## config.mk

```make
export PLATFORM = sky130hd
export DESIGN_NAME = mmfn_fifo
export DESIGN_NICKNAME = d
export VERILOG_FILES = /design/src/mmfn_fifo.sv
export SDC_FILE = /design/constraint.sdc
export NUM_CORES = 1
export LEC_CHECK = 0
export BUFFER_PORTS_ARGS = -buffer_cell sky130_fd_sc_hd__buf_2
export CAP_MARGIN = 20
export CORE_ASPECT_RATIO = 0.5
export CORE_MARGIN = 1.5
export CORE_UTILIZATION = 54
export CTS_BUF_LIST = sky130_fd_sc_hd__clkbuf_2
export DETAILED_ROUTE_END_ITERATION = 10
export PLACE_DENSITY = 0.89
export SLEW_MARGIN = 20
export SYNTH_ARGS = -nofsm -noshare
export SYNTH_HDL_FRONTEND = slang
export SYNTH_SLANG_ARGS = --single-unit
```

## constraint.sdc

```tcl
create_clock -name clk_i -period 9.87 [get_ports clk_i]
set_clock_uncertainty 0.15 [all_clocks]
set_input_delay 1.974 -clock clk_i [delete_from_list [all_inputs] [get_ports clk_i]]
set_output_delay 1.974 -clock clk_i [all_outputs]
set_load 0.005 [all_outputs]
```

## src/mmfn_fifo.sv

```systemverilog
module mmfn_fifo #(
  parameter int unsigned WIDTH = 66
) (
  input  logic             clk_i,
  input  logic             rst_ni,
  input  logic             push_valid_i,
  output logic             push_ready_o,
  input  logic [WIDTH-1:0] push_data_i,
  output logic             pop_valid_o,
  input  logic             pop_ready_i,
  output logic [WIDTH-1:0] pop_data_o
);

  // Two-entry queue between the front end and the back end.
  logic [WIDTH-1:0] entry_q [2];
  logic             wr_ptr_q, wr_ptr_d;
  logic             rd_ptr_q, rd_ptr_d;
  logic [1:0]       fill_q, fill_d;
  logic             do_push, do_pop;

  assign push_ready_o = (fill_q != 2'd2);
  assign pop_valid_o  = (fill_q != 2'd0);
  assign pop_data_o   = entry_q[rd_ptr_q];
  assign do_push      = push_valid_i && push_ready_o;
  assign do_pop       = pop_valid_o && pop_ready_i;

  // Pointer and fill level bookkeeping.
  always_comb begin
    wr_ptr_d = do_push ? ~wr_ptr_q : wr_ptr_q;
    rd_ptr_d = do_pop ? ~rd_ptr_q : rd_ptr_q;
    fill_d   = fill_q;
    if (do_push && !do_pop) begin
      fill_d = fill_q + 2'd1;
    end else if (!do_push && do_pop) begin
      fill_d = fill_q - 2'd1;
    end
  end

  always_ff @(posedge clk_i or negedge rst_ni) begin
    if (!rst_ni) begin
      wr_ptr_q <= 1'b0;
      rd_ptr_q <= 1'b0;
      fill_q   <= 2'd0;
    end else begin
      wr_ptr_q <= wr_ptr_d;
      rd_ptr_q <= rd_ptr_d;
      fill_q   <= fill_d;
    end
  end

  // Entry storage.
  always_ff @(posedge clk_i) begin
    if (do_push) begin
      entry_q[wr_ptr_q] <= push_data_i;
    end
  end

endmodule

```

# Yosys cells after proc, flatten, opt, wreduce, memory -nomap -nowiden
# Memory sizes are Yosys's and may differ from the RTL's.
# Index checks and enable logic that the tools add are counted.
# op_classes
eq_ne	1
muxes	4
reduce_logical	8
bitwise_logic	2
addsub	2
# ops
cell	n
1-bit logical AND	4
2-bit two-way mux	2
2-bit nonzero test	2
2-bit by 1-bit adder with 2-bit output, second input constant	1
1-bit zero test	2
1-bit two-way mux	2
2-bit != test, second input constant	1
1-bit NOT	2
2-bit by 1-bit subtractor with 2-bit output, second input constant	1
# totals
out_inout_bits	68
memories	1
regBits	4
ramBits	132
# memory_table
name	depth	word_bits	rd	rd_clocked_by_memory_dff	write_ports	line	text
entry_q	2	66	1	0	1	15	logic [WIDTH-1:0] entry_q [2];

# Longest topological paths before layout
# depth
depth_word	6
depth_mapped	7
depth_no_buf	7

# Worst setup path before layout
# No wires, ideal clock.
# synth_timing
kind	input to register
from	input push_valid_i
to	memory entry_q[0][0], enable pin
t_arrival_ns	4.822
path_buffers	0
path_stages	2
required_time_ns	9.230
slack_ns	4.408
path_cell_list	nand2_1 > nor2_1
# synth_via
elab_chain_len	3
# synth_lines
element	line	text
start: declaration	6	input logic push_valid_i,
1-bit logical AND	24	assign do_push = push_valid_i && push_ready_o;
1-bit two-way mux	53	if (do_push) begin
1-bit two-way mux (not written as such)	54	entry_q[wr_ptr_q] <= push_data_i;
end: declaration	15	
# Every way passes these cells.

# Worst setup path after layout
# layout_timing
from	register rd_ptr_q
to	output pop_data_o[64]
# layout_via
elab_chain_len	1
# layout_lines
element	line	text
start: declaration	17	logic rd_ptr_q, rd_ptr_d;
start signal: assignment	46	rd_ptr_q <= rd_ptr_d;
memory read 2 x 66 bit	n/a	
end: declaration	11	output logic [WIDTH-1:0] pop_data_o
# Every way passes these cells.

==> out/qor.txt <==
Levels on crit path: 2
H-tree lvl count: 4
CP Cell Sequence: mux2_2 > buf_2
Final Slew Violations: 0
postcts setup bufs: 0
slowest CP cell: dfrtp_4
unrepaired setup endpoints after global routing: no
Area contributors post-synth: edfxtp_1 78%, mux2_4 8.9%, mux2_2 8.0%
worst reg2reg startpoint: fill_q[0]$_DFFE_PN0P_
Max VDD drop: 0.221 mV
Tmin final: 4.48 ns
Static Leak: 2.39 nW
first-pass GRT wire length: 13.1 mm
Sw Ratio: 28.7%
register bit total from synthesis: 136
CP top delay family: flip-flops
Die ar.: 10000 um2
PortBufs: 137
Worst Hold Class: flop to flop
FF-to-FF End: entry_q[0][30]$_DFFE_PP_
drt drc: 0
count leader, synth: edfxtp_1
crit path buf inv count: 1
Die Y: 71.5 um
R2R depth: 4
Worst-Margin Slew: 1.01 ns
gpl congestion: 0.749
Antenna Nets Post-Route: 0
starting density of the core: 56.8%
Setup CP Type: flop to output pin
Worst R2R Setup Slack: 7.79 ns
critical-path maximum fanout: 67
area share of the largest cell type after synthesis: 78.2%
PwrDens: 267 nW/um2
Area Overhead vs Synth: 19.5%
synthesized area per cell: 22.7 um2
Unique masters post-synth: 16
crit path DAT: 2.36 ns
CTS Buf Count: 17
CTS tree: yes
vias in the first global route: 2644
largest net degree at the start of global routing: 68
clk buf depth: 2
die width: 140 um
setup TNS: 0 ns
Initial DRC Count: 179
final hold violation count: 0
Critical Path End Type: output pin
final std cells w/o fill: 504
clk_lat worst skew: 0.63 ns
DR WL/cell: 17.1 um
num rows: 24
Startpoint Class: flop
Post-synth EDFFs: 132
Overflow after GRT: 0
synth warn: 0
Post-Route WL: 8.61 mm
CTS clk-pin slew, worst paths: 0.18 ns
fmax: 223 MHz
initial antenna violation count: 0
largest area contributor in the netlist: edfxtp_1
hpwl dp: 5.74 mm
Power Total: 1.62 mW
GRT Util Overall: 18.1%
I/O pin count: 138
placed insts: 472
register area share after synthesis: 80.2%
Worst Setup SP: rd_ptr_q$_DFFE_PN0P_
ranking of synthesized cells by instance count: 132 x edfxtp_1, 36 x mux2_2, 30 x mux2_4
clock share of power: 16.6%
cts hold-fix bufs: 0
Root Buffer: clkbuf_2
diode count: 0
Post-Syn Nets: 294
status: completed
Comb power frac: 28.5%
synthesized instance count: 223
Synth async-reset ratio: 2.94%
core area: 8920 um2
post-synthesis cell area: 5070 um2
vias: 2511
Nets: 445
Worst Setup EP: pop_data_o[64]
Sequential Power Share: 54.8%
# clock sinks: 136
share of cells above drive strength 1: 61.8%
Crit path required time: 7.75 ns
Final Cycle Share: 45.4%
via/cell ratio: 4.98
Pint: 1.15 mW
Rel. slew slack: 32.5%
Psw: 0.464 mW
maximum single-stage delay on the critical path: 1.13 ns
# resized after CTS: 0
Synth Flop Type: edfxtp_1
iteration count of the initial detailed-routing pass: 4
# Max-Cap Violations: 0
Setup Viol. Count Final: 0
per-layer routing:
layer	part of all wire [%]	wire length (um)	track usage, %
met5	0	0	0
met4	1.4	124	6.78
met3	4.9	423	7.49
met2	55	4700	32.3
met1	39	3370	19.7
cell usage in the layout, fill, tap and decap left out, types with 2 or more instances in the layout:
cell type | Yosys | layout
dfrtp_1 | 4 | 3
xor2_1 | 2 | 2
buf_2 | 3 | 137
clkinv_1 | 0 | 2
buf_4 | 1 | 2
clkinv_2 | 0 | 8
nand2_1 | 2 | 2
xnor2_1 | 3 | 3
mux2_2 | 36 | 36
clkbuf_2 | 0 | 20
edfxtp_1 | 132 | 132
mux2_4 | 30 | 30
layout make-up:
class	count	area (um2)
Sequential cell	136	4070
Fill cell	598	2860
Multi-Input combinational cell	79	955
Timing Repair Buffer	139	701
Tap cell	117	146
Clock buffer	20	100
Clock inverter	12	85.1
Inverter	1	3.75
power groups by stage:
stage                     logic [mW]  registers [mW]  clock network, mW
after floorplan                0.349           0.836                  0
after global routing           0.496           0.904              0.300
after detailed placement       0.468           0.904                  0
after CTS                      0.470           0.889              0.279
final                          0.461           0.886              0.269
after global placement         0.455           0.891                  0
cells by family (layout without fill, tap and decap cells):
family        after synthesis  after routing  synth area share (%)
xor+xnor                    5              5                 0.864
fa+ha+maj                   1              1                 0.247
buf+inv                     8            172                  1.18
flops                     136            136                  80.2
mux                        66             66                  16.9
simple gates                7              7                 0.667
how the worst min path moves through the flow:
stage,startpoint,endpoint,depth (start not counted)
after CTS,fill_q[1]$_DFFE_PN0P_,fill_q[1]$_DFFE_PN0P_,1
after global placement,fill_q[1]$_DFFE_PN0P_,fill_q[1]$_DFFE_PN0P_,1
after floorplan,fill_q[1]$_DFFE_PN0P_,fill_q[1]$_DFFE_PN0P_,1
after global routing,fill_q[1]$_DFFE_PN0P_,fill_q[1]$_DFFE_PN0P_,1
after detailed placement,fill_q[1]$_DFFE_PN0P_,fill_q[1]$_DFFE_PN0P_,1
final,fill_q[1]$_DFFE_PN0P_,fill_q[1]$_DFFE_PN0P_,1
state kept, by name, summed over array words and instances, names as in the netlist:
name,count
rd_ptr_q,1
fill_q,2
entry_q,132
wr_ptr_q,1
worst reg2reg max path, stage by stage, from the launching register on:
cell	delay, ns
dfrtp_1	0.45
nand2b_1	0.17
nand2_1	0.14
nor2_4	0.10
buf_4	0.67
metrics by stage:
| step | hold slack, ns | worst slack [ns] | instance area, um2 | utilization [%] |
|---|---|---|---|---|
| after floorplan | 0.306 | 4.41 | 5070 | - |
| after global placement | 0.323 | 6.11 | 5870 | 65.9 |
| after detailed placement | 0.341 | 6.07 | 5870 | 65.9 |
| after CTS | 0.371 | 5.30 | 6060 | 67.9 |
| after global routing | 0.389 | 5.18 | 6060 | 67.9 |
| final | 0.370 | 5.39 | 6060 | 67.9 |
Note: power is estimated with default switching activity, not from simulation.
