File: src/mmfn_pkg.sv
package mmfn_pkg;

  // Fixed field widths of the request and result items.
  localparam int unsigned KIND_W     = 2;
  localparam int unsigned SLOT_W     = 11;
  localparam int unsigned COUNT_IN_W = 24;
  localparam int unsigned NORM_W     = 16;
  localparam int unsigned TOTAL_W    = 16;

  // Width of the divider step counter, able to hold NORM_W itself.
  localparam int unsigned STEP_W = $clog2(NORM_W + 1);

  localparam logic [TOTAL_W-1:0] COUNTER_MAX = {TOTAL_W{1'b1}};
  localparam logic [NORM_W-1:0]  NORM_MAX    = {NORM_W{1'b1}};

  // Request kinds carried on the input tuser.
  typedef enum logic [KIND_W-1:0] {
    KIND_CLEAR  = 2'd0,
    KIND_UPDATE = 2'd1,
    KIND_READ   = 2'd2
  } kind_e;

  // Control part of a job handed from the front end to the back end.
  typedef struct packed {
    logic               need_div;
    logic               degenerate;
    logic [TOTAL_W-1:0] update_total;
  } job_ctrl_t;

endpackage

File: src/mmfn_back.sv
module mmfn_back #(
  parameter int unsigned COUNT_BITS = 24
) (
  input  logic                          clk_i,
  input  logic                          rst_ni,
  input  logic                          job_valid_i,
  output logic                          job_ready_o,
  input  mmfn_pkg::job_ctrl_t           job_ctrl_i,
  input  logic [COUNT_BITS-1:0]         job_num_i,
  input  logic [COUNT_BITS-1:0]         job_range_i,
  output logic                          res_valid_o,
  input  logic                          res_ready_i,
  output logic [mmfn_pkg::NORM_W-1:0]   res_norm_o,
  output logic                          res_degenerate_o,
  output logic [mmfn_pkg::TOTAL_W-1:0]  res_total_o
);

  localparam int unsigned CW = COUNT_BITS;
  localparam logic [mmfn_pkg::STEP_W-1:0] LAST_STEP = mmfn_pkg::STEP_W'(mmfn_pkg::NORM_W);

  logic                          busy_q, busy_d;
  logic [mmfn_pkg::STEP_W-1:0]   step_q, step_d;
  logic [CW-1:0]                 rem_q, rem_d;
  logic [CW-1:0]                 div_q, div_d;
  logic [mmfn_pkg::NORM_W-1:0]   quo_q, quo_d;
  logic                          deg_q, deg_d;
  logic [mmfn_pkg::TOTAL_W-1:0]  tot_q, tot_d;
  logic                          out_valid_q, out_valid_d;
  logic [mmfn_pkg::NORM_W-1:0]   out_norm_q, out_norm_d;
  logic                          out_deg_q, out_deg_d;
  logic [mmfn_pkg::TOTAL_W-1:0]  out_tot_q, out_tot_d;

  logic          out_free;
  logic          pop;
  logic [CW:0]   rem_shift;
  logic [CW:0]   rem_sub;
  logic          rem_ge;

  assign out_free    = !out_valid_q || res_ready_i;
  assign job_ready_o = !busy_q && (job_ctrl_i.need_div || out_free);
  assign pop         = job_valid_i && job_ready_o;

  // One restoring division step per cycle.
  assign rem_shift = {rem_q, 1'b0};
  assign rem_ge    = (rem_shift >= {1'b0, div_q});
  assign rem_sub   = rem_shift - {1'b0, div_q};

  assign res_valid_o      = out_valid_q;
  assign res_norm_o       = out_norm_q;
  assign res_degenerate_o = out_deg_q;
  assign res_total_o      = out_tot_q;

  // Job intake, division sequencing and output register loading.
  always_comb begin
    busy_d      = busy_q;
    step_d      = step_q;
    rem_d       = rem_q;
    div_d       = div_q;
    quo_d       = quo_q;
    deg_d       = deg_q;
    tot_d       = tot_q;
    out_valid_d = out_valid_q && !res_ready_i;
    out_norm_d  = out_norm_q;
    out_deg_d   = out_deg_q;
    out_tot_d   = out_tot_q;

    if (pop) begin
      if (job_ctrl_i.need_div) begin
        busy_d = 1'b1;
        div_d  = job_range_i;
        deg_d  = job_ctrl_i.degenerate;
        tot_d  = job_ctrl_i.update_total;
        rem_d  = job_num_i;
        // A numerator equal to the range gives one, which saturates.
        if (job_num_i >= job_range_i) begin
          quo_d  = mmfn_pkg::NORM_MAX;
          step_d = LAST_STEP;
        end else begin
          quo_d  = '0;
          step_d = '0;
        end
      end else begin
        out_valid_d = 1'b1;
        out_norm_d  = '0;
        out_deg_d   = job_ctrl_i.degenerate;
        out_tot_d   = job_ctrl_i.update_total;
      end
    end else if (busy_q) begin
      if (step_q != LAST_STEP) begin
        rem_d  = rem_ge ? rem_sub[CW-1:0] : rem_shift[CW-1:0];
        quo_d  = {quo_q[mmfn_pkg::NORM_W-2:0], rem_ge};
        step_d = step_q + 1'b1;
      end else if (out_free) begin
        busy_d      = 1'b0;
        out_valid_d = 1'b1;
        out_norm_d  = quo_q;
        out_deg_d   = deg_q;
        out_tot_d   = tot_q;
      end
    end
  end

  always_ff @(posedge clk_i or negedge rst_ni) begin
    if (!rst_ni) begin
      busy_q      <= 1'b0;
      out_valid_q <= 1'b0;
    end else begin
      busy_q      <= busy_d;
      out_valid_q <= out_valid_d;
    end
  end

  always_ff @(posedge clk_i) begin
    step_q     <= step_d;
    rem_q      <= rem_d;
    div_q      <= div_d;
    quo_q      <= quo_d;
    deg_q      <= deg_d;
    tot_q      <= tot_d;
    out_norm_q <= out_norm_d;
    out_deg_q  <= out_deg_d;
    out_tot_q  <= out_tot_d;
  end

  // A running division is not abandoned before its last step.
  assert property (@(posedge clk_i) disable iff (!rst_ni)
    busy_q && (step_q != LAST_STEP) |=> busy_q)
    else $error("division dropped before completion");

  // A degenerate result never carries a nonzero normalized value.
  assert property (@(posedge clk_i) disable iff (!rst_ni)
    out_valid_q && out_deg_q |-> (out_norm_q == '0))
    else $error("degenerate result with nonzero value");

  // The divisor of a running division is never zero.
  assert property (@(posedge clk_i) disable iff (!rst_ni)
    busy_q |-> (div_q != '0))
    else $error("division by zero range");

endmodule

File: config.mk
export PLATFORM = sky130hd
export DESIGN_NAME = mmfn_back
export DESIGN_NICKNAME = d
export VERILOG_FILES = /design/src/mmfn_pkg.sv /design/src/mmfn_back.sv
export SDC_FILE = /design/constraint.sdc
export NUM_CORES = 1
export LEC_CHECK = 0
export BUFFER_PORTS_ARGS = -buffer_cell sky130_fd_sc_hd__buf_4
export CAP_MARGIN = 25
export CORE_UTILIZATION = 45
export DETAILED_ROUTE_END_ITERATION = 10
export PLACE_DENSITY_LB_ADDON = 0.1
export SYNTH_ARGS = -nofsm -noshare
export SYNTH_HDL_FRONTEND = slang
export SYNTH_SLANG_ARGS = --single-unit
export TNS_END_PERCENT = 100
File: constraint.sdc
create_clock -name clk_i -period 5.5 [get_ports clk_i]
set_clock_uncertainty 0.2 [all_clocks]
set_input_delay 1.1 -clock clk_i [delete_from_list [all_inputs] [get_ports clk_i]]
set_output_delay 1.1 -clock clk_i [all_outputs]
set_load 0.02 [all_outputs]
# [Yosys cells after proc, flatten, opt, wreduce, memory -nomap -nowiden]
# Index checks and enable logic that the tools add are counted.
[classes] n_lt_le_gt_ge=2 mux=40 reduce_logical=14 eq_ne=4 n_addsub=2
[ops] operator="$mux 16" n=15
[ops] operator="$mux 24" n=5
[ops] operator="$ge 25x24->1" n=1
[ops] operator="$mux 5" n=5
[ops] operator="$ge 24x24->1" n=1
[ops] operator="$sub 24x24->24" n=1
[ops] operator="$mux 1" n=15
[ops] operator="$ne 2x2->1 const B" n=3
[ops] operator="$reduce_bool 2->1" n=3
[ops] operator="$add 5x1->5 const B" n=1
[ops] operator="$ne 5x5->1 const B" n=1
[ops] operator="$reduce_and 4->1" n=1
[ops] operator="$logic_and 1x1->1" n=3
[ops] operator="$logic_not 1->1" n=3
[ops] operator="$reduce_and 3->1" n=1
[ops] operator="$logic_or 1x1->1" n=2
[ops] operator="$reduce_and 2->1" n=1
[totals] register_bits=121 wordCells=73

# [Longest topological paths before layout]
# Gate-level depths: netlist of the first run.
[depth] ltp_word=7 ltp_mapped=11

# [Least setup slack after synthesis of the first run]
# OpenSTA, ideal clock, no wires.
[synth_path] path_kind="input-to-reg" startpoint="input res_ready_i" endpoint="register quo_q[0] in the netlist's numbering (enable)" arrival_ns=4.866 path_slack_ns=0.033 setup_time_ns=0.401 stages=6 path_cell_list="nor2b_1 a21oi_1 nand2_1 clkbuf_1 nor2_1 a21o_1"
[synth_between] elab_chain_cells=6
[synth_lines] item="start, declared" line_no="mmfn_back.sv:12" rtl="input logic res_ready_i,"
[synth_lines] item="$logic_or 1x1->1 (*)" line_no="mmfn_back.sv:39" rtl="assign out_free = !out_valid_q || res_ready_i;"
[synth_lines] item="$logic_or 1x1->1 (*)" line_no="mmfn_back.sv:40" rtl="assign job_ready_o = !busy_q && (job_ctrl_i.need_div || out_free);"
[synth_lines] item="$logic_and 1x1->1 (*)" line_no="mmfn_back.sv:40"
[synth_lines] item="named net job_ready_o" line_no="mmfn_back.sv:7" rtl="output logic job_ready_o,"
[synth_lines] item="$logic_and 1x1->1 (*)" line_no="mmfn_back.sv:41" rtl="assign pop = job_valid_i && job_ready_o;"
[synth_lines] item="$ne 2x2->1 (no source line) / $reduce_bool 2->1 (equally long branches)"
[synth_lines] item="$reduce_and 3->1 (no source line) (*)"
[synth_lines] item="end signal, assigned" line_no="mmfn_back.sv:117" rtl="quo_q <= quo_d;"
[synth_lines] item="end, declared" line_no="mmfn_back.sv:25" rtl="logic [mmfn_pkg::NORM_W-1:0] quo_q, quo_d;"
# The timed path passes the listed nets; every way through them passes the cells marked *.
# A chain may end at the register's enable or synchronous reset.

# [Worst setup path in the final report of the first run]
[layout_path] startpoint="register rem_q[6]" endpoint="register rem_q[20] (data pin)"
[layout_between] elab_chain_cells=5
[layout_lines] item="start, declared" line_no="mmfn_back.sv:23" rtl="logic [CW-1:0] rem_q, rem_d;"
[layout_lines] item="start signal, assigned" line_no="mmfn_back.sv:115" rtl="rem_q <= rem_d;"
[layout_lines] item="$sub 24x24->24 / $ge 25x24->1 (equally long branches)" line_no="mmfn_back.sv:46, mmfn_back.sv:45"
[layout_lines] item="$mux 24 (*)" line_no="mmfn_back.sv:90" rtl="rem_d = rem_ge ? rem_sub[CW-1:0] : rem_shift[CW-1:0];"
[layout_lines] item="$mux 24 (*)" line_no="mmfn_back.sv:89" rtl="if (step_q != LAST_STEP) begin"
[layout_lines] item="$mux 24 (*)" line_no="mmfn_back.sv:88" rtl="end else if (busy_q) begin"
[layout_lines] item="$mux 24 (*)" line_no="mmfn_back.sv:67" rtl="if (pop) begin"
[layout_lines] item="named net rem_d[20]" line_no="mmfn_back.sv:23"
# The timed path passes the listed nets; every way through them passes the cells marked *. The select of a mux whose other input is x is not followed.

==> results.sh, run 1 <==
export IMPL_outcome="finished, final reports clean"
export IMPL_fmaxAchievable_mhz=300
export IMPL_grt_setup_unrepaired="false"
export IMPL_finalWeightedCongestion=0.820
export IMPL_syn_instance_count=620
export IMPL_ctsHoldBuffers=0
export IMPL_ir_drop_mv=0.300
export IMPL_dr_pass1_iters=6
export IMPL_postCtsResizedCells=0
export IMPL_drive_gt1_share_pct=21.2
export IMPL_async_reset_ff_share_pct=1.65
export IMPL_use_met3_pct=5.39
export IMPL_clk_latency_ns=0.42
export IMPL_timing_slew_headroom_pct=44.7
export IMPL_drt_wl_total_um=15200
export IMPL_numCtsBuffers=17
export IMPL_drc_errors=0
export IMPL_drt_iter0_markers=436
export IMPL_comb_power_share_pct=42.4
export IMPL_finalHoldViolCount=0
export IMPL_yosysUniqueCellTypes=56
export IMPL_ys_ff_latch=121
export IMPL_clk_path_buf_depth=2
export IMPL_dpl_hpwl_um=10700
export IMPL_synthFlopType="edfxtp_1"
export IMPL_clkSinkCount=121
export IMPL_cap_viol_max_count=0
export IMPL_grt_use_met2_pct=32.5
export IMPL_netlist_area_um2=6720
export IMPL_path_clk_slew_ns=0.06
export IMPL_cellInternalPower_w=0.00306
export IMPL_hold_path_class="input port to asynchronous set/reset pin"
export IMPL_synth_net_count=741
export IMPL_power_switching_w=0.00174
export IMPL_start_util_pct=46.3
export IMPL_worstPathMaxFanout=23
export IMPL_startpoint_type="flip-flop"
export IMPL_avgRoutedWirePerCell_um=16.4
export IMPL_power_frac_seq_pct=33.0
export IMPL_yosysWarnings=0
export IMPL_overflow=0
export IMPL_fin_nets=853
export IMPL_dieArea_um2=15400
export IMPL_power_density_nw_per_um2=573
export IMPL_die_h_um=124
export IMPL_core_um2=14500
export IMPL_post_cts_setup_buffers=0
export IMPL_worstMarginPinSlew_ns=0.826
export IMPL_area_growth_pct=24.5
export IMPL_grt_pass1_vias=5044
export IMPL_met1_usage_pct=27.9
export IMPL_setup_viol=0
export IMPL_syn_area_per_cell_um2=10.8
export IMPL_p_leak_nw=3.64
export IMPL_io_buffers=104
export IMPL_die_w_um=124
export IMPL_timing_critical_path_arrival_ns=3.38
export IMPL_path_class="flip-flop to flip-flop"
export IMPL_diodes=0
export IMPL_ctsHtreeMaxLevel=4
export IMPL_grtUsageTotal_pct=20.8
export IMPL_pwr_share_clk_pct=24.6
export IMPL_cp_end_kind="flip-flop"
export IMPL_post_route_util_pct=57.6
export IMPL_slew_violations=0
export IMPL_post_route_min_period_ns=3.33
export IMPL_ios=105
export IMPL_grt_max_degree=47
export IMPL_whs_ns=0.259
export IMPL_period_share_pct=60.6
export IMPL_yosysSeqAreaShare_pct=53.9
export IMPL_grt_pass1_wl_um=25100
export IMPL_num_rows=44
export IMPL_postRouteAntennaNets=0
export IMPL_clockRootBuffer="clkbuf_16"
export IMPL_netSwitchingFraction_pct=36.3
export IMPL_dp_slack_ns=1.54
export IMPL_top_usage_layer="met2"
export IMPL_num_vias=4995
export IMPL_tns_ns=0
export IMPL_antenna_found_initial=0
export IMPL_cts_tree="done"
export IMPL_fin_ws_ns=2.17
export IMPL_synth_edf_count=119
export IMPL_cp_required_ns=5.55
export IMPL_vias_per_cell=5.38
-- final timing paths --
| path | from | end | slack [ns] | cells after the start |
|---|---|---|---|---|
| min in group clk_i | tot_q[5] | res_total_o[5] | 0.32 | 2 |
| max in group asynchronous | rst_ni | busy_q | 4.75 | 1 |
| setup reg to reg | rem_q[6] | rem_q[20] | 2.17 | 8 |
| setup / recovery | rem_q[6] | rem_q[20] | 2.17 | 8 |
| hold / removal | rst_ni | res_valid_o | 0.26 | 1 |
| hold reg to reg | tot_q[5] | res_total_o[5] | 0.32 | 2 |
-- cells in the final DEF (no fill, tap or decap), types with 3 or more instances in the layout --
master and n:
a2111o_1 3, a21o_1 14, a21oi_1 40, a2bb2oi_1 3, a31oi_1 9, and2_1 18
and3_1 3, buf_4 110, bufinv_16 4, clkbuf_16 17, clkinv_4 3, edfxtp_1 119
ha_1 50, inv_1 56, inv_6 3, mux2i_1 5, nand2_1 94, nand2b_1 5
nand3_1 11, nand3b_1 18, nand4_1 7, nand4_2 3, nor2_1 34, nor2b_1 5
nor3_1 11, o211ai_1 9, o21a_1 5, o21ai_0 21, o22ai_1 3, xnor2_1 10
xor2_1 10
-- cell usage after synthesis (all sizes together), types with 11 or more instances --
cell type,instances,area share (%)
edfxtp,119,53
nand2,95,5.3
inv,56,3.1
ha,50,9.3
a21oi,41,3.2
nor2,37,2.2
o21ai,23,1.8
and2,19,1.8
nand3b,18,2.0
a21o,16,1.9
clkbuf,13,0.73
nand3,11,0.82
nor3,11,0.82
-- area by class of cell --
type | instances | area, um2
clock buffers | 17 | 425
clock inverters | 14 | 196
fillers | 1237 | 6170
inverters | 56 | 210
multi-input cells | 424 | 2820
flip-flops and latches | 121 | 3620
well taps | 184 | 230
repair buffers | 112 | 861
-- power by group through the flow --
stage	Sequential, W	Combinational (W)	Clock, W
floorplan	0.00164	0.00143	0
global placement	0.00160	0.00195	0
detailed placement	0.00160	0.00200	0
CTS	0.00158	0.00203	0.00120
global route	0.00161	0.00227	0.00123
finish	0.00158	0.00203	0.00118
-- sequential cells by signal, summed over array words and instances, names as in the netlist --
register          cells
rem_q                24
res_valid_o           1
tot_q                16
res_norm_o           16
deg_q                 1
busy_q                1
quo_q                16
div_q                24
res_degenerate_o      1
step_q                5
res_total_o          16
-- worst max-delay path, cell delays in order (launching register included) --
cell,delay [ns]
edfxtp_1,0.39
ha_1,0.42
nand4_2,0.21
nor2_1,0.17
o2111ai_2,0.18
a31o_4,0.29
a21oi_4,0.65
nand2_1,0.37
o211ai_1,0.27
-- logic make-up (layout without fill, tap and decap cells) --
kind of cell	count (synthesis)	after routing	synth area share, %
AOI/OAI and AO/OA	126	126	12.6
adders and majority gates	51	51	9.60
muxes	5	5	0.744
DFF	121	121	53.9
buffers and inverters	75	199	4.35
xor gates and xnor gates	20	20	2.61
and+or+nand+nor	222	222	16.2
-- per-stage QoR --
stage / cells / area, um2 / total power [W]
after floorplan: 620 / 6720 / 0.00307
after global placement: 894 / 7700 / 0.00354
after detailed placement: 895 / 7720 / 0.00360
after CTS: 926 / 8350 / 0.00481
after global routing: 928 / 8370 / 0.00512
final: 928 / 8370 / 0.00480
-- per-layer routing --
metal  vias to the layer above  wire length [um]
met5                         -                 0
met4                         0               266
met3                        22               726
met2                       102              6990
met1                      2410              7250
li1                       2461                 -
No activity file was read; power rests on OpenSTA's default activity.
==> inputs of run 2 (changes only) <==
--- a/config.mk
+++ b/config.mk
@@ -5,6 +5,7 @@
 export SDC_FILE = /design/constraint.sdc
 export NUM_CORES = 1
 export LEC_CHECK = 0
+export ABC_AREA = 1
 export BUFFER_PORTS_ARGS = -buffer_cell sky130_fd_sc_hd__buf_4
 export CAP_MARGIN = 25
 export CORE_UTILIZATION = 45
==> constraint.sdc (replaced) <==
create_clock -name clk_i -period 3.4 [get_ports clk_i]
set_clock_uncertainty 0.2 [all_clocks]
set_input_delay 0.68 -clock clk_i [delete_from_list [all_inputs] [get_ports clk_i]]
set_output_delay 0.68 -clock clk_i [all_outputs]
set_load 0.02 [all_outputs]
==> run 2 against run 1 <==
  * First-iteration DRC count down 13%
  * Critical path depth up 5
  * Sequential share of layout area down 3.2 points
  * Utilization fell by 0.88 points
  * Final cell count grew 34%
  * Synthesized area up 9.8%
  * Via count increased by 20%
  * Combinational power grew 80%
  * Largest cell class unchanged
  * Highest routed layer unchanged
  * Largest power group unchanged
==> results.sh, run 2 <==
export IMPL_outcome="finished, final reports clean"
export IMPL_worstPathMaxFanout=24
export IMPL_r2r_end="rem_q[23]"
export IMPL_whs_ns=0.243
export IMPL_area_growth_pct=22.4
export IMPL_ir_drop_mv=0.421
export IMPL_placed_area_um2=8400
export IMPL_clkSinkCount=121
export IMPL_post_cts_setup_buffers=0
export IMPL_p_leak_nw=4.66
export IMPL_ios=105
export IMPL_ctsHtreeMaxLevel=4
export IMPL_final_common_cell="nand2_1"
export IMPL_dieArea_um2=16900
export IMPL_cp_required_ns=3.38
export IMPL_drc_errors=0
export IMPL_grt_setup_unrepaired="false"
export IMPL_hold_path_end="div_q[5]"
export IMPL_finalWeightedCongestion=0.890
export IMPL_period_share_pct=80.1
export IMPL_fin_area_um2=9040
export IMPL_path_clk_slew_ns=0.06
export IMPL_diodes=0
export IMPL_cp_end_kind="flip-flop"
export IMPL_async_reset_ff_share_pct=1.65
export IMPL_r2r_cells=13
export IMPL_start_util_pct=46.3
export IMPL_dpl_hpwl_um=12200
export IMPL_reg_top3="div_q: 24 flops, rem_q: 24 flops"
export IMPL_synth_top_cell_area_share_pct=48.4
export IMPL_dr_pass1_iters=5
export IMPL_yosysTopAreaCell="edfxtp_1"
export IMPL_die_w_um=130
export IMPL_timing_critical_path_arrival_ns=2.70
export IMPL_slew_violations=0
export IMPL_drt_wl_total_um=17400
export IMPL_fmaxAchievable_mhz=367
export IMPL_numCtsBuffers=17
export IMPL_ctsHoldBuffers=1
export IMPL_netlist_area_um2=7380
export IMPL_path_class="flip-flop to flip-flop"
export IMPL_ys_ff_latch=121
export IMPL_worstMarginPinSlew_ns=0.702
export IMPL_post_synth_top_count_cell="nand2_1"
export IMPL_tns_ns=0
export IMPL_grt_pass1_vias=5720
export IMPL_cap_viol_max_count=0
export IMPL_overflow=0
export IMPL_layout_common_cells="340 x nand2_1, 176 x inv_1, 119 x edfxtp_1"
export IMPL_syn_area_per_cell_um2=8.18
export IMPL_power_density_nw_per_um2=894
export IMPL_synth_top_cells_by_count="341 x nand2_1, 177 x inv_1, 119 x edfxtp_1, 50 x ha_1, 48 x nand3_1"
export IMPL_hold_path_depth=1
export IMPL_fin_nets=1135
export IMPL_io_buffers=104
export IMPL_hold_path_class="input port to flip-flop"
export IMPL_rrSetupSlack_ns=0.68
export IMPL_clk_path_buf_depth=2
export IMPL_clockRootBuffer="clkbuf_16"
export IMPL_setup_viol=0
export IMPL_avgRoutedWirePerCell_um=14.0
export IMPL_die_h_um=130
export IMPL_postRouteAntennaNets=0
export IMPL_yosys_top_cells_area="edfxtp_1 48%, nand2_1 17%, inv_1 9.0%"
export IMPL_post_route_min_period_ns=2.72
export IMPL_grtUsageTotal_pct=22.1
export IMPL_n_fill_cell=1513
export IMPL_grt_max_degree=65
export IMPL_yosysSeqAreaShare_pct=49.1
export IMPL_clk_latency_ns=0.42
export IMPL_antenna_found_initial=0
export IMPL_synth_net_count=1023
export IMPL_vias_per_cell=4.83
export IMPL_finalHoldViolCount=0
export IMPL_core_um2=15900
export IMPL_startpoint_type="flip-flop"
export IMPL_timing_slew_headroom_pct=53.2
export IMPL_yosysUniqueCellTypes=30
export IMPL_num_vias=6005
export IMPL_synthFlopType="edfxtp_1"
export IMPL_drive_gt1_share_pct=16.1
export IMPL_synth_edf_count=119
export IMPL_hold_start="job_range_i[5]"
export IMPL_syn_instance_count=902
export IMPL_num_rows=46
export IMPL_postCtsResizedCells=0
export IMPL_drt_iter0_markers=381
export IMPL_p_total_w=0.00808
export IMPL_cts_tree="done"
export IMPL_r2r_start="rem_q[7]"
export IMPL_grt_pass1_wl_um=28300
export IMPL_yosysWarnings=0
-- run 2: cell count changes after synthesis, sizes merged, moves of 16 or more --
cell,before,now
nand3,11,49
nand4,10,32
nand2,95,342
inv,56,183
and2,19,2
a21o,16,0
-- run 2: area by class of cell --
| cell class | count | area, um2 | share of cell area [%] |
|---|---|---|---|
| clock inverters | 15 | 173 | 1.91 |
| flip-flops and latches | 121 | 3620 | 40.1 |
| multi-input cells | 577 | 2990 | 33.0 |
| well taps | 216 | 270 | 2.99 |
| inverters | 184 | 691 | 7.64 |
| repair buffers | 113 | 871 | 9.63 |
| clock buffers | 17 | 425 | 4.71 |
-- run 2: per-stage QoR --
| step | utilization, % | setup slack, ns | std cells |
|---|---|---|---|
| after floorplan | - | 0.117 | 902 |
| after global placement | 52.7 | 0.420 | 1209 |
| after detailed placement | 52.7 | 0.363 | 1209 |
| after CTS | 56.5 | 0.655 | 1242 |
| after global routing | 56.7 | 0.454 | 1243 |
| final | 56.7 | 0.676 | 1243 |
-- run 2: kinds of logic after synthesis --
logic type / share of synthesized area [%]
and+or+nand+nor: 26.6
adders and majority gates: 8.75
xor gates and xnor gates: 1.54
DFF: 49.1
buffers and inverters: 10.8
AOI/OAI and AO/OA: 3.19
-- run 2: per-layer routing --
layer  global-route usage [%]  vias up  part of all wire, %
li1                         -     3092                    -
met1                     31.6     2766                   48
met3                     3.20       15                  4.6
met2                     34.6      132                   46
met4                     6.57        0                 0.93
met5                        0        -                    0
-- run 2: critical path: stages (launching register included) --
cell      delay, ns
edfxtp_1       0.41
ha_1           0.37
nand2_1        0.14
inv_1          0.05
nand2_1        0.06
nand2_1        0.08
inv_1          0.06
nand3_1        0.17
nand2_2        0.14
nand3_4        0.30
nand2_1        0.31
nand2_1        0.08
nand2_1        0.06
nand2_1        0.05
-- run 2: how the worst max path moves through the flow --
stage               slack (ns)  cells past startpoint                to        start
floorplan                 0.12                      9  res_degenerate_o  res_ready_i
global placement          0.42                     10     res_norm_o[0]  res_ready_i
detailed placement        0.36                     10     res_norm_o[0]  res_ready_i
CTS                       0.66                     13         rem_q[23]     rem_q[7]
global route              0.45                     13         rem_q[22]     rem_q[6]
finish                    0.68                     13         rem_q[23]     rem_q[7]
-- run 2: power by group --
| part | internal, W | switching (W) | total (W) |
|---|---|---|---|
| clock network | 0.00105 | 0.000796 | 0.00185 |
| registers | 0.00240 | 0.000182 | 0.00259 |
| logic | 0.00127 | 0.00238 | 0.00365 |
